File: config.mk
export PLATFORM = sky130hd
export DESIGN_NAME = gfq_front
export DESIGN_NICKNAME = d
export VERILOG_FILES = /design/src/hdl/gfq_pkg.sv /design/src/hdl/gfq_front.sv
export SDC_FILE = /design/constraint.sdc
export NUM_CORES = 2
export LEC_CHECK = 0
export ABC_CLOCK_PERIOD_IN_PS = 3660
export BUFFER_PORTS_ARGS = -buffer_cell sky130_fd_sc_hd__buf_2
export CAP_MARGIN = 20
export CORE_MARGIN = 1
export CORE_UTILIZATION = 25
export DETAILED_ROUTE_END_ITERATION = 10
export PLACE_DENSITY = 0.48
export SLEW_MARGIN = 20
export SYNTH_ARGS = -nofsm -noshare
export SYNTH_HDL_FRONTEND = slang
export SYNTH_SLANG_ARGS = --single-unit
File: constraint.sdc
create_clock -name clk -period 3.66 [get_ports clk]
set_input_delay 0.183 -clock clk [delete_from_list [all_inputs] [get_ports clk]]
set_output_delay 0.183 -clock clk [all_outputs]
set_load 0.03 [all_outputs]
File: src/hdl/gfq_pkg.sv
`timescale 1ns / 1ps
`default_nettype none
// ----------------------------------------------------------------------------
// gfq_pkg: shared codes and types for the grouped FIFO queue
// Command codes, status codes and the work item handed from the
// front (table side) to the back (queue side).
// ----------------------------------------------------------------------------
package gfq_pkg;

  // command codes
  localparam logic [1:0] CMD_LOAD = 2'd0;
  localparam logic [1:0] CMD_ENQ  = 2'd1;
  localparam logic [1:0] CMD_DEQ  = 2'd2;

  // status codes
  localparam logic [2:0] ST_OK      = 3'd0;
  localparam logic [2:0] ST_EMPTY   = 3'd1;
  localparam logic [2:0] ST_UNKNOWN = 3'd2;
  localparam logic [2:0] ST_QFULL   = 3'd3;
  localparam logic [2:0] ST_TFULL   = 3'd4;

  localparam int ID_W  = 16;
  localparam int GRP_W = 8;

  // classified command passed from front to back
  typedef struct packed {
    logic [1:0]       cmd;
    logic [ID_W-1:0]  id;
    logic [GRP_W-1:0] grp;
    logic [2:0]       status;
  } gfq_item_t;

endpackage

`default_nettype wire

File: src/hdl/gfq_front.sv
`timescale 1ns / 1ps
`default_nettype none
// ----------------------------------------------------------------------------
// gfq_front: command intake and member table
// Accepts commands, loads the member table, resolves an enqueued
// member to its group and pushes a classified item to the back.
// ----------------------------------------------------------------------------
module gfq_front
  import gfq_pkg::*;
#(
  parameter int MAX_MEMBERS = 64
) (
  input  wire logic             clk,
  input  wire logic             rst,
  input  wire logic             start,
  output logic                  busy,
  input  wire logic [1:0]       command,
  input  wire logic [ID_W-1:0]  member_id,
  input  wire logic [GRP_W-1:0] group_id,
  input  wire logic             fifo_full,
  output logic                  push,
  output gfq_item_t             push_item
);

  localparam int TCW = $clog2(MAX_MEMBERS + 1);
  localparam int TIW = $clog2(MAX_MEMBERS);

  localparam logic F_IDLE = 1'b0;
  localparam logic F_PICK = 1'b1;

  logic                   state;
  logic [TCW-1:0]         tcount;
  logic [ID_W-1:0]        tid  [MAX_MEMBERS];
  logic [GRP_W-1:0]       tgrp [MAX_MEMBERS];
  logic [MAX_MEMBERS-1:0] match;
  logic [MAX_MEMBERS-1:0] match_now;
  logic [MAX_MEMBERS-1:0] first_hit;
  logic [GRP_W-1:0]       hit_grp;
  logic [ID_W-1:0]        enq_id;
  logic                   accept;
  logic                   tfull;

  assign busy   = (state != F_IDLE) || fifo_full;
  assign accept = start && !busy;
  assign tfull  = (tcount == TCW'(MAX_MEMBERS));

  // per-entry compare against the incoming member
  always_comb begin
    for (int i = 0; i < MAX_MEMBERS; i++) begin
      match_now[i] = (TCW'(i) < tcount) && (tid[i] == member_id);
    end
  end

  // oldest matching entry wins
  assign first_hit = match & (~match + MAX_MEMBERS'(1));

  always_comb begin
    hit_grp = '0;
    for (int i = 0; i < MAX_MEMBERS; i++) begin
      hit_grp = hit_grp | ({GRP_W{first_hit[i]}} & tgrp[i]);
    end
  end

  // item toward the back
  always_comb begin
    push           = 1'b0;
    push_item.cmd  = command;
    push_item.id   = member_id;
    push_item.grp  = group_id;
    push_item.status = ST_OK;
    case (state)
      F_IDLE: begin
        if (accept && command != CMD_ENQ) begin
          push = 1'b1;
          if (command == CMD_LOAD && tfull) begin
            push_item.status = ST_TFULL;
          end
        end
      end
      F_PICK: begin
        push          = 1'b1;
        push_item.cmd = CMD_ENQ;
        push_item.id  = enq_id;
        push_item.grp = hit_grp;
        if (match == '0) begin
          push_item.status = ST_UNKNOWN;
        end
      end
      default: begin
        push = 1'b0;
      end
    endcase
  end

  // table storage and lookup registers
  always_ff @(posedge clk) begin
    if (accept && command == CMD_LOAD && !tfull) begin
      tid[tcount[TIW-1:0]]  <= member_id;
      tgrp[tcount[TIW-1:0]] <= group_id;
    end
    if (accept && command == CMD_ENQ) begin
      match  <= match_now;
      enq_id <= member_id;
    end
  end

  // control
  always_ff @(posedge clk) begin
    if (rst) begin
      state  <= F_IDLE;
      tcount <= '0;
    end else begin
      case (state)
        F_IDLE: begin
          if (accept) begin
            if (command == CMD_ENQ) begin
              state <= F_PICK;
            end else if (command == CMD_LOAD && !tfull) begin
              tcount <= tcount + TCW'(1);
            end
          end
        end
        F_PICK: begin
          state <= F_IDLE;
        end
        default: begin
          state <= F_IDLE;
        end
      endcase
    end
  end

endmodule

`default_nettype wire

==> qor.csv <==
stage,metric,value,unit
worst_setup_path,crit_family,simple AND/OR/NAND/NOR gates,
layout,area.growth.synth_to_final,23.1,%
yosys,synth-seq-cells,1624,
clocking,clockBufferDepth,3,
grt,grt_max_degree,54,
pwr,irDropWorstVdd,0.365,mV
place,placed_cells,8049,
layout,nets,4785,
worst_setup_path,cp.buffers_inverters,3,
place,routabilityCongestion,0.937,
yosys,synthCells,4170,
routing,vias_per_cell,4.63,
grt,antenna_found_initial,12,
clocking,ctsRootBufferMaster,clkbuf_16,
floorplanning,die_area,269000,um^2
routing,dr.first_iter.drc_count,3699,
run_status,violations,"design-rule violations, negative setup slack",
run_status,outcome,"complete, but fails checks",
layout,fill_cells,26200,
floorplanning,start_util,25.2,%
worst_setup_path,worstPathMaxFanout,11,
layout,drive_gt1_share,21.0,%
yosys,ys.flop_type,edfxtp_1,
flow_run,maxCapViolCount,0,
yosys,ys_seq_area_share,72.9,%
sta,fin_skew,0.0337,ns
floorplanning,rows,189,
sta,slew_viol_final,0,
sta,period_minus_slack,4.26,ns
clocking,insertion_delay,0.83,ns
grt,grt_pass1_vias,38600,
sta,relSlewSlack,24.9,%
routing,vias,39000,
sta,setup_viol,8,
clocking,cts_sinks,1624,
sta,timing.final.ws_setup,-0.600,ns
worst_setup_path,reg2regPathDepth,5,
floorplanning,io_pins,61,
worst_setup_path,crit_type,reg2out,
worst_setup_path,cp_num_cells,11,
routing,drt_first_pass_iters,11,
pwr,leakagePower,26.3,nW
place,port_buffers,59,
place,place_ws,-0.391,ns
clocking,h-tree-depth,4,
grt,grt_util_all_layers,15.8,%
routing,wl_per_cell,25.6,um
worst_hold_path,whs_path_depth,1,
routing,remaining_drc_errors,2,
yosys,async_reset_ff_share,0,%
layout,fin_cells,8427,
sta,max_freq,235,MHz
floorplanning,die_w,519,um
yosys,synth.distinct_cells,81,
clocking,clk_pin_slew,0.06,ns
clocking,cts_tree,built,
worst_setup_path,crit_chain,or4_4 > buf_4 > nor3_4 > bufbuf_16 > nand4_1 > nand3_1 > a2111o_1 > nor4_4 > nand4_1 > o32a_1 > buf_6,
sta,hold_viol,0,
yosys,synth.avg_cell_area,16.0,um^2
worst_setup_path,cp-end-kind,primary output,
sta,worst_pin_slew,1.13,ns
yosys,netlist_area,66800,um^2
pwr,power.density,480,nW/um^2
worst_setup_path,arrival,4.08,ns
sta,layout_worst_path_cycle_share,116,%
routing,wl,216,mm
floorplanning,core_area,265000,um^2
worst_setup_path,cp_common_cell,nand4_1,
yosys,synth-edff-count,1616,
routing,final_antenna_net_count,0,
worst_setup_path,cpMaxStageDelayCell,edfxtp_1,
place,hpwl,143,mm
floorplanning,die_h,519,um
clocking,cts_inserted_buffers,179,
yosys,syn_nets,4202,
yosys,yosys_warnings,0,
worst_setup_path,max_stage_delay,0.46,ns
worst_hold_path,hold_class,in2reg,
grt,grt_overflow,0,
worst_setup_path,cp-start-kind,flop,
worst_setup_path,cp.required,3.48,ns
grt,grt_first_pass_wirelength,305,mm
sta,rsz0062_at_grt,yes,
==> state kept, by name, summed over array words and instances (netlist names) <==
register / flops
state: 1
tcount: 7
enq_id: 16
tid: 1024
match: 64
tgrp: 512
==> cell usage in the layout, fill, tap and decap left out, types with 19 or more instances in the layout <==
cell type | Yosys | routed
nor2_2 | 1 | 60
dlygate4sd3_1 | 0 | 22
buf_2 | 12 | 35
buf_6 | 1 | 26
buf_12 | 0 | 53
xnor2_1 | 367 | 367
nand2_1 | 80 | 78
clkinv_1 | 0 | 39
clkbuf_8 | 0 | 19
nand4_1 | 154 | 154
nor4_1 | 213 | 201
a22o_1 | 24 | 24
and3_1 | 40 | 31
xor2_1 | 662 | 662
buf_4 | 1 | 445
nand3_1 | 82 | 79
a22oi_1 | 89 | 81
o21ai_0 | 21 | 19
clkinv_2 | 0 | 22
clkbuf_1 | 143 | 41
edfxtp_1 | 1616 | 1616
nor3_1 | 65 | 58
clkbuf_16 | 0 | 181
a21oi_1 | 55 | 52
inv_1 | 22 | 22
nor2_1 | 143 | 74
==> final cells by class <==
type,count,area [um^2],area share (%)
Antenna cell,9,22.5,0.0274
Clock buffer,225,4720,5.74
Clock inverter,88,826,1.00
Inverter,22,82.6,0.100
Multi-Input combinational cell,2328,18200,22.1
Sequential cell,1624,48700,59.2
Tap cell,3533,4420,5.37
Timing Repair Buffer,598,5340,6.49
==> worst register-to-register path, cell delays in order (launching register included) <==
cell and delay, ns:
dfxtp_1 0.70, nor2_1 0.14, nand2_1 0.42, or2_1 0.42
nand2_1 0.53, nor3_1 0.84
==> timing repair <==
item                                    in CTS  in global routing
endpoints found under the setup margin       9                  8
buffers inserted                            34                 10
endpoints found under the hold margin      262                  0
gates resized for setup                    133                 39
gates cloned                                 1                  0
pin swaps                                   54                 43
hold buffers                                23                  0
==> routing by layer <==
metal	vias up	GRT usage, %	routed length (um)
met5	-	0	14
met4	2	4.82	5970
met1	20200	22.3	99200
li1	17200	-	-
met3	300	2.22	11600
met2	1224	25.0	98900
==> final timing paths <==
check                from           end  slack, ns
min          member_id[5]    tid[11][5]       0.06
max reg2reg     tcount[3]     match[41]       0.33
max              match[2]  push_item[7]      -0.60
min reg2reg   tid[53][12]     match[53]       0.67
==> where the power goes <==
| part | internal [mW] | total, mW | switching, mW |
|---|---|---|---|
| clock | 9.84 | 17.3 | 7.49 |
| combinational | 0.548 | 1.68 | 1.13 |
| sequential | 20.5 | 20.5 | 0.00778 |
==> cells by family after synthesis <==
| family | share of synthesized area [%] |
|---|---|
| AO/OA/AOI/OAI | 3.88 |
| XOR/XNOR | 13.5 |
| adder cells (fa/ha/maj) | 0.0375 |
| buffers and inverters | 1.27 |
| flip-flops | 72.9 |
| multiplexers | 0.285 |
| other | 0.00561 |
| AND/OR/NAND/NOR | 8.17 |
==> synthesized netlist by cell type (16+ instances only) <==
master     number  share of area, %
edfxtp_1     1616                73
xor2_1        662               8.7
xnor2_1       367               4.8
nor4_1        213               2.0
nand4_1       154               1.4
clkbuf_1      143              0.80
nor2_1        143              0.80
a22oi_1        89               1.0
nand3_1        82              0.61
nand2_1        80              0.45
nor3_1         65              0.49
a21oi_1        55              0.41
and3_1         40              0.37
buf_1          38              0.21
a22o_1         24              0.31
and4_1         22              0.29
inv_1          22              0.12
or3_1          22              0.21
o21ai_0        21              0.16
a221oi_1       20              0.26
o2111ai_1      20              0.26
a32oi_1        18              0.24
nor2b_1        18              0.17
mux2_2         16              0.27
==> stage by stage <==
stage	hold WS (ns)	TNS (ns)	utilization, %	area (um^2)	power [mW]
after floorplan	0.282	0	-	66800	21.6
after global placement	0.574	-1.64	28.4	75400	22.5
after detailed placement	0.577	-1.10	28.4	75400	22.5
after CTS	0.000874	-4.52	30.9	82000	39.9
after global routing	0.0285	-4.78	31.0	82200	40.7
final	0.0560	-4.02	31.0	82300	39.5
Power figures use the tool's default switching activity.
