## src/hdl/gfq_pkg.sv

```systemverilog
`timescale 1ns / 1ps
`default_nettype none
// ----------------------------------------------------------------------------
// gfq_pkg: shared codes and types for the grouped FIFO queue
// Command codes, status codes and the work item handed from the
// front (table side) to the back (queue side).
// ----------------------------------------------------------------------------
package gfq_pkg;

  // command codes
  localparam logic [1:0] CMD_LOAD = 2'd0;
  localparam logic [1:0] CMD_ENQ  = 2'd1;
  localparam logic [1:0] CMD_DEQ  = 2'd2;

  // status codes
  localparam logic [2:0] ST_OK      = 3'd0;
  localparam logic [2:0] ST_EMPTY   = 3'd1;
  localparam logic [2:0] ST_UNKNOWN = 3'd2;
  localparam logic [2:0] ST_QFULL   = 3'd3;
  localparam logic [2:0] ST_TFULL   = 3'd4;

  localparam int ID_W  = 16;
  localparam int GRP_W = 8;

  // classified command passed from front to back
  typedef struct packed {
    logic [1:0]       cmd;
    logic [ID_W-1:0]  id;
    logic [GRP_W-1:0] grp;
    logic [2:0]       status;
  } gfq_item_t;

endpackage

`default_nettype wire

```

## src/hdl/gfq_fifo.sv

```systemverilog
`timescale 1ns / 1ps
`default_nettype none
// ----------------------------------------------------------------------------
// gfq_fifo: two-entry item queue
// Decouples the table front from the queue back so each side stalls
// on its own.
// ----------------------------------------------------------------------------
module gfq_fifo
  import gfq_pkg::*;
(
  input  wire logic      clk,
  input  wire logic      rst,
  input  wire logic      push,
  input  wire gfq_item_t push_item,
  output logic           full,
  input  wire logic      pop,
  output logic           empty,
  output gfq_item_t      head
);

  gfq_item_t  mem [2];
  logic       wptr;
  logic       rptr;
  logic [1:0] count;

  assign full  = (count == 2'd2);
  assign empty = (count == 2'd0);
  assign head  = mem[rptr];

  // storage write
  always_ff @(posedge clk) begin
    if (push) begin
      mem[wptr] <= push_item;
    end
  end

  // pointers and fill count
  always_ff @(posedge clk) begin
    if (rst) begin
      wptr  <= 1'b0;
      rptr  <= 1'b0;
      count <= 2'd0;
    end else begin
      if (push) begin
        wptr <= ~wptr;
      end
      if (pop) begin
        rptr <= ~rptr;
      end
      if (push && !pop) begin
        count <= count + 2'd1;
      end else if (pop && !push) begin
        count <= count - 2'd1;
      end
    end
  end

endmodule

`default_nettype wire

```

## config.mk

```make
export PLATFORM = sky130hd
export DESIGN_NAME = gfq_fifo
export DESIGN_NICKNAME = d
export VERILOG_FILES = /design/src/hdl/gfq_pkg.sv /design/src/hdl/gfq_fifo.sv
export SDC_FILE = /design/constraint.sdc
export NUM_CORES = 1
export LEC_CHECK = 0
export ABC_CLOCK_PERIOD_IN_PS = 2800
export BUFFER_PORTS_ARGS = -buffer_cell sky130_fd_sc_hd__buf_2
export CORE_MARGIN = 2
export CORE_UTILIZATION = 50
export DETAILED_ROUTE_END_ITERATION = 6
export PLACE_DENSITY = 0.78
export SLEW_MARGIN = 20
export SYNTH_ARGS = -nofsm -noshare
export SYNTH_HDL_FRONTEND = slang
export SYNTH_SLANG_ARGS = --single-unit
```

## constraint.sdc

```tcl
create_clock -name clk -period 2.8 [get_ports clk]
set_clock_uncertainty 0.15 [all_clocks]
set_input_delay 0.28 -clock clk [delete_from_list [all_inputs] [get_ports clk]]
set_output_delay 0.28 -clock clk [all_outputs]
set_load 0.01 [all_outputs]
```

==> results of run 1 <==
critical path, stage by stage (launching register included):
cell	delay [ps]
dfxtp_1	680
buf_12	230
mux2_2	350
buf_2	140
cells in the mapped netlist, drive strengths merged, types with 2 or more instances:
cell | count | area share (%)
xnor2 | 2 | 0.76
mux2 | 29 | 14
nor2 | 5 | 0.82
xor2 | 2 | 0.76
dfxtp | 5 | 4.4
edfxtp | 58 | 76
buf | 3 | 0.93
registers in the layout, indices dropped and copies added, names as in the netlist, named ones only:
signal,count
count,2
mem,58
wptr,1
rptr,1
layout make-up:
class / count / area [sq um]
Clock buffer: 10 / 128
Clock inverter: 5 / 73.8
Fill cell: 289 / 1200
Inverter: 1 / 3.75
Multi-Input combinational cell: 45 / 433
Sequential cell: 63 / 1840
Tap cell: 52 / 65.1
Timing Repair Buffer: 95 / 641
kinds of logic after synthesis:
| logic type | Yosys count | synth area share (%) |
|---|---|---|
| xor+xnor | 4 | 1.53 |
| flops | 63 | 80.2 |
| compound gates | 2 | 0.435 |
| simple gates | 9 | 2.02 |
| buf+inv | 4 | 1.09 |
| mux | 29 | 14.2 |
| fa+ha+maj | 1 | 0.545 |
where the power goes:
group	switching [mW]	internal [mW]	total [mW]
logic	0.121	0.142	0.263
clock network	0.306	0.490	0.796
registers	0.0252	1.10	1.12
total	0.452	1.73	2.18
routing by layer:
metal	vias to the layer above	wire length (um)	global-route usage, %	part of all wire (%)
li1	637	-	-	-
met1	618	1610	20.3	39
met2	48	2190	29.8	53
met4	0	76	10.1	1.8
met3	9	253	4.78	6.1
met5	-	0	0	0
per-stage QoR:
stage	setup WS [ps]	area (sq um)	instances	hold slack [ps]
floorplan	596	2300	112	199
global placement	1000	2690	227	318
detailed placement	982	2690	227	321
CTS	614	3190	271	11.1
global route	530	3190	271	32.3
finish	632	3190	271	25.9
path summary, 6_finish.rpt:
| kind | from | end | slack [ps] | depth (start not counted) |
|---|---|---|---|---|
| worst min-delay path | rst | flip-flop | 30 | 2 |
| worst max register to register | wptr | mem[1][21] | 1070 | 2 |
| worst max-delay path | flip-flop | head[15] | 630 | 3 |
| worst min register to register | count[1] | count[1] | 360 | 2 |
==> results by group, run 1 <==
Synth
  • FF+latch count, synth: 63
  • Post-synth EDFFs: 58
  • Mapped Cells: 112
  • Syn Std Cell Area: 0.00230 sq mm
  • Syn nets: 146
  • Commonest register cell after synthesis: edfxtp_1
  • Async set-reset flop share out of synthesis: 0%
  • Syn. warnings: 0
  • Post-synthesis sequential area ratio: 80.2%
  • Syn_area_per_cell: 20.5 sq um
  • Cell variety after synth: 16

Critical path
  • Worst EP required: 2370 ps
  • Crit-path max FO: 18
  • CP Launch Type: flip-flop
  • Critical Path AT: 1740 ps
  • CP Capture Type: primary output
  • Crit Path Class: flip-flop to primary output

Cells and area
  • Most common cell after layout, fill and taps aside: buf_2
  • N_diodes: 0
  • Most frequent cells in the layout: 63 x buf_2, 58 x edfxtp_1, 29 x mux2_2, 29 x dlygate4sd3_1, 9 x clkbuf_8
  • Final core utilization: 72.7%
  • Final net count: 249
  • Syn-to-layout area delta: 38.7%
  • Layout cells sized above 1: 50.2%

Timing
  • Max-slew violation count: 0
  • Tmin final: 2170 ps
  • Achievable Freq: 0.461 GHz
  • Final setup viols: 0
  • Unrepaired setup endpoints after global routing: no
  • Final setup TNS: 0 ps
  • Fin. Hold Viols: 0
  • Tightest Pin Transition: 587 ps
  • Tcrit/Tclk final: 77.4%
  • Slew headroom: 60.8%

Status
  • Status: complete, no violations

Global route
  • Largest net degree at the start of global routing: 30
  • Antenna violations before repair: 0
  • First-pass GRT wire length: 6470 um
  • Total track usage: 17.7%
  • GRT overflow: 0
  • Vias in the first global route: 1385

Clock network
  • Cts hold-fix bufs: 29
  • Worst-path clk slew: 60 ps
  • Resize count post-CTS: 0
  • Post-CTS Setup Bufs: 0
  • CTS tree: built
  • H-tree depth: 3
  • Clock Tree Buf Depth: 2
  • Root Buffer: clkbuf_8
  • Clock latency on the worst-skew pair: 320 ps
  • TritonCTS Buffers: 9
  • Clock sinks: 63

Power and ir drop
  • Pwr/cell area: 684 mW/mm^2
  • VDD IR-drop max: 0.000472 V
  • P_leak: 1.24 nW
  • Power Total: 2.18 mW

Drt
  • Drt drc: 0
  • 1st-pass router iterations: 4
  • DR iter-0 viols: 113
  • Routed vias: 1312
  • Via density: 4.84
  • Final ANT Viol Nets: 0
  • Avg WL per Cell: 15.2 um
  • DRT Wirelength: 4130 um

Die
  • Die Area: 0.00515 sq mm
  • Floorplan Core Area: 0.00438 sq mm
  • Chip width: 71.8 um
  • Row count: 24
  • # IOs: 64
  • DIE HEIGHT: 71.8 um
  • Starting density of the core: 52.4%

Placed design
  • Number of port buffers: 63
  • GP Congestion: 0.753
  • HPWL Detailed: 2620 um

Flow run
  • Max Cap Violations: 0

Hold path
  • Min-Delay Path Class: input port to flip-flop
Note: power is estimated with default switching activity, not from simulation.
==> run 2, diff against run 1 <==
Settings changed: ABC_CLOCK_PERIOD_IN_PS 2800 to 2200.
Clock period 2.8 ns to 2.2 ns, I/O delays scaled along.
==> results by group, run 2 (synthesized netlist as in run 1, its figures left out) <==
Status
  • Status: complete, no violations

Power and ir drop
  • Pwr/cell area: 867 mW/mm^2
  • VDD IR-drop max: 0.000746 V
  • P_leak: 1.25 nW

Clock network
  • Resize count post-CTS: 0
  • Cts hold-fix bufs: 30
  • CTS tree: built
  • Worst-path clk slew: 60 ps
  • TritonCTS Buffers: 9
  • Clock sinks: 63
  • H-tree depth: 3
  • Clock latency on the worst-skew pair: 320 ps
  • Root Buffer: clkbuf_8
  • Clock Tree Buf Depth: 2
  • Post-CTS Setup Bufs: 0

Drt
  • Final ANT Viol Nets: 0
  • Via density: 4.84
  • 1st-pass router iterations: 4
  • Avg WL per Cell: 15.0 um
  • Routed vias: 1336
  • DR iter-0 viols: 39
  • DRT Wirelength: 4130 um
  • Drt drc: 0

Timing
  • Achievable Freq: 0.487 GHz
  • Max-slew violation count: 0
  • Final setup TNS: 0 ps
  • Unrepaired setup endpoints after global routing: no
  • Tcrit/Tclk final: 93.4%
  • Slew headroom: 71.0%
  • Tmin final: 2050 ps
  • Final setup viols: 0
  • Fin. Hold Viols: 0
  • Tightest Pin Transition: 434 ps

Die
  • Starting density of the core: 52.4%
  • Die Area: 0.00515 sq mm
  • Row count: 24
  • Floorplan Core Area: 0.00438 sq mm
  • Chip width: 71.8 um
  • DIE HEIGHT: 71.8 um
  • # IOs: 64

Critical path
  • Register-to-Register Path Depth: 2
  • CP Capture Type: primary output
  • Terminus of the critical flop-to-flop path: mem[1][11]
  • Critical Path AT: 1680 ps
  • Worst EP required: 1830 ps
  • Reg2Reg Setup Slack: 680 ps
  • Crit-path max FO: 10
  • Worst reg2reg path startpoint: wptr
  • CP Launch Type: flip-flop
  • Crit Path Class: flip-flop to primary output

Cells and area
  • Final core utilization: 73.2%
  • N_diodes: 0
  • Syn-to-layout area delta: 39.7%
  • Most frequent cells in the layout: 63 x buf_2, 58 x edfxtp_1, 30 x dlygate4sd3_1, 29 x mux2_2, 9 x clkbuf_8
  • Final net count: 253
  • Layout fillers: 268
  • Final Cell Area: 0.00321 sq mm
  • Reg with most FFs: mem
  • Layout cells sized above 1: 50.0%
  • Most common cell after layout, fill and taps aside: buf_2
  • Largest regs: mem x58, count x2
  • Max reg flops: 58

Global route
  • Antenna violations before repair: 0
  • Vias in the first global route: 1424
  • Largest net degree at the start of global routing: 22
  • Total track usage: 16.9%
  • GRT overflow: 0
  • First-pass GRT wire length: 6290 um

Flow run
  • Max Cap Violations: 0

Placed design
  • HPWL Detailed: 2750 um
  • GP Congestion: 0.708
  • Number of port buffers: 63
  • Dpl cell area: 0.00270 sq mm

Hold path
  • Hold depth: 3
  • Hold EP: rptr
  • Min-Delay Path Class: input port to flip-flop
  • Worst Hold Launch: pop
==> run 2: changes by cell type in the layout (fill, tap and decap cells not counted), sizes merged <==
cell / previous run / this run
buf: 66 / 69
clkbuf: 10 / 11
dlygate4sd3: 29 / 30
==> run 2: where the power goes <==
group / switching, mW / internal (mW)
clock network: 0.395 / 0.629
registers: 0.0299 / 1.39
logic: 0.153 / 0.183
total: 0.578 / 2.20
==> run 2: through the flow <==
stage / hold WS, ps / setup WS [ps] / power [mW] / std cells
finish: 29.8 / 146 / 2.78 / 276
floorplan: 139 / 541 / 1.61 / 112
CTS: 10.9 / 98.5 / 2.82 / 276
global placement: 258 / 526 / 1.73 / 230
global route: 42.6 / 32.4 / 2.89 / 276
detailed placement: 261 / 472 / 1.75 / 230
==> run 2: final cells by class <==
| class | instances | area, sq um | area share (%) |
|---|---|---|---|
| Clock buffer | 11 | 131 | 4.10 |
| Clock inverter | 5 | 72.6 | 2.26 |
| Inverter | 1 | 3.75 | 0.117 |
| Multi-Input combinational cell | 45 | 433 | 13.5 |
| Sequential cell | 63 | 1840 | 57.4 |
| Tap cell | 52 | 65.1 | 2.03 |
| Timing Repair Buffer | 99 | 661 | 20.6 |
==> run 2: per-layer routing <==
metal  track usage (%)  up-vias  routed length, um  share of wire (%)
li1                  -      646                  -                  -
met1              18.3      645               1620                 39
met2              29.4       38               2230                 54
met3              5.49        7                213                5.2
met4              8.81        0                 62                1.5
met5                 0        -                  0                  0
==> run 2: critical path: stages, from the launching register on <==
cell and delay, ps:
dfxtp_1 590, buf_4 270, mux2_2 350, buf_2 140
==> run 2: worst max-delay path by stage <==
stage	from	to	cells after the start
3_3_place_gp	flip-flop	head[8]	3
5_1_grt	flip-flop	head[12]	3
2_1_floorplan	wptr	mem[0][0]	1
6_report	flip-flop	head[8]	3
4_1_cts	flip-flop	head[8]	3
3_5_place_dp	flip-flop	head[8]	3
==> run 3, diff against run 2 <==
Settings changed: GPL_TIMING_DRIVEN set to 0.
==> results by group, run 3 (synthesized netlist as in run 1, its figures left out) <==
Status
  • Status: complete, no violations

Cells and area
  • Max reg flops: 58
  • N_diodes: 0
  • Area of the multi-input gates: 439 sq um
  • Final net count: 250
  • Layout fillers: 308
  • Register area: 0.00184 sq mm
  • Reg with most FFs: mem
  • Layout cells sized above 1: 49.8%
  • Largest regs: mem x58, count x2
  • Syn-to-layout area delta: 37.5%
  • Most common cell after layout, fill and taps aside: buf_2
  • Most frequent cells in the layout: 65 x buf_2, 58 x edfxtp_1, 30 x dlygate4sd3_1, 29 x mux2_2, 11 x clkbuf_8

Drt
  • DRT Wirelength: 4370 um
  • DR iter-0 viols: 79
  • Via density: 4.85
  • 1st-pass router iterations: 4
  • Final ANT Viol Nets: 0
  • Avg WL per Cell: 16.0 um
  • Drt drc: 0
  • Routed vias: 1323

Die
  • Die Area: 0.00515 sq mm
  • # IOs: 64
  • Starting density of the core: 52.4%
  • Floorplan Core Area: 0.00438 sq mm
  • Row count: 24
  • DIE HEIGHT: 71.8 um
  • Chip width: 71.8 um

Flow run
  • Max Cap Violations: 0

Clock network
  • CTS tree: built
  • Post-CTS Setup Bufs: 0
  • TritonCTS Buffers: 9
  • Clock sinks: 63
  • Cts hold-fix bufs: 30
  • Resize count post-CTS: 0
  • Clock Tree Buf Depth: 2
  • Root Buffer: clkbuf_8
  • Worst-path clk slew: 60 ps
  • H-tree depth: 3
  • Clock latency on the worst-skew pair: 330 ps

Placed design
  • Number of port buffers: 63
  • GP Congestion: 0.699
  • HPWL Detailed: 2690 um

Power and ir drop
  • Pwr/cell area: 834 mW/mm^2
  • P_leak: 1.23 nW
  • Power Total: 2.63 mW
  • VDD IR-drop max: 0.000456 V

Critical path
  • Crit-path max FO: 10
  • CP Launch Type: flip-flop
  • Worst EP required: 1830 ps
  • Critical Path AT: 1600 ps
  • Crit Path Class: flip-flop to primary output
  • CP Capture Type: primary output

Timing
  • Tightest Pin Transition: 835 ps
  • Achievable Freq: 0.508 GHz
  • Unrepaired setup endpoints after global routing: no
  • Slew headroom: 44.2%
  • Fin. Hold Viols: 0
  • Tcrit/Tclk final: 89.5%
  • Final setup viols: 0
  • Max-slew violation count: 0
  • Final setup TNS: 0 ps
  • Tmin final: 1970 ps

Global route
  • Largest net degree at the start of global routing: 30
  • Vias in the first global route: 1419
  • GRT overflow: 0
  • Antenna violations before repair: 0
  • First-pass GRT wire length: 6840 um
  • Total track usage: 18.5%

Hold path
  • Min-Delay Path Class: input port to flip-flop
[run 3: changes by cell type in the layout (fill, tap and decap cells not counted)]
cell	before	now
buf_4	6	0
buf_2	63	65
bufinv_16	2	0
clkbuf_1	2	4
clkbuf_8	9	11
clkinv_1	2	0
and2_1	1	0
and2_2	0	1
buf_6	0	1
nor2b_2	1	0
nor2b_4	0	1
[run 3: layout make-up]
cell class                      count  share of cell area (%)
Inverter                            1                   0.119
Tap cell                           52                    2.06
Sequential cell                    63                    58.3
Buffer                              3                   0.674
Timing Repair Buffer               93                    19.5
Multi-Input combinational cell     45                    13.9
Clock inverter                      1                   0.158
Clock buffer                       15                    5.27
[run 3: routing by layer]
layer | wire [um] | part of all wire [%] | track usage (%)
met4 | 111 | 2.5 | 11.3
met1 | 1820 | 42 | 21.1
met5 | 0 | 0 | 0
met2 | 2260 | 52 | 31.1
met3 | 179 | 4.1 | 4.78
[run 3: final timing paths]
kind | startpoint | endpoint | slack [ps] | cells after the start
setup reg to reg | wptr | mem[1][19] | 610 | 1
setup / recovery | flip-flop | head[19] | 230 | 4
hold / removal | pop | flip-flop | 20 | 3
hold reg to reg | count[1] | count[1] | 370 | 2
[run 3: where the power goes]
group          internal [mW]  switching [mW]  total [mW]
Combinational          0.179           0.163       0.342
Sequential              1.39          0.0246        1.42
Clock                  0.471           0.401       0.872
Total                   2.04           0.589        2.63
[run 3: critical path, cell delays in order (launching register included)]
cell and delay (ps):
dfxtp_1 320, buf_2 260, buf_6 200, mux2_2 350
buf_2 150
[run 3: stage by stage]
stage	area (sq um)	hold slack [ps]	util, %	setup WS (ps)	std cells
after global placement	2680	259	61.1	164	227
final	3160	23.1	72.0	231	273
after global routing	3160	44.3	72.0	152	273
after floorplan	2300	139	-	541	112
after CTS	3160	9.74	72.0	220	273
after detailed placement	2690	263	61.3	567	227
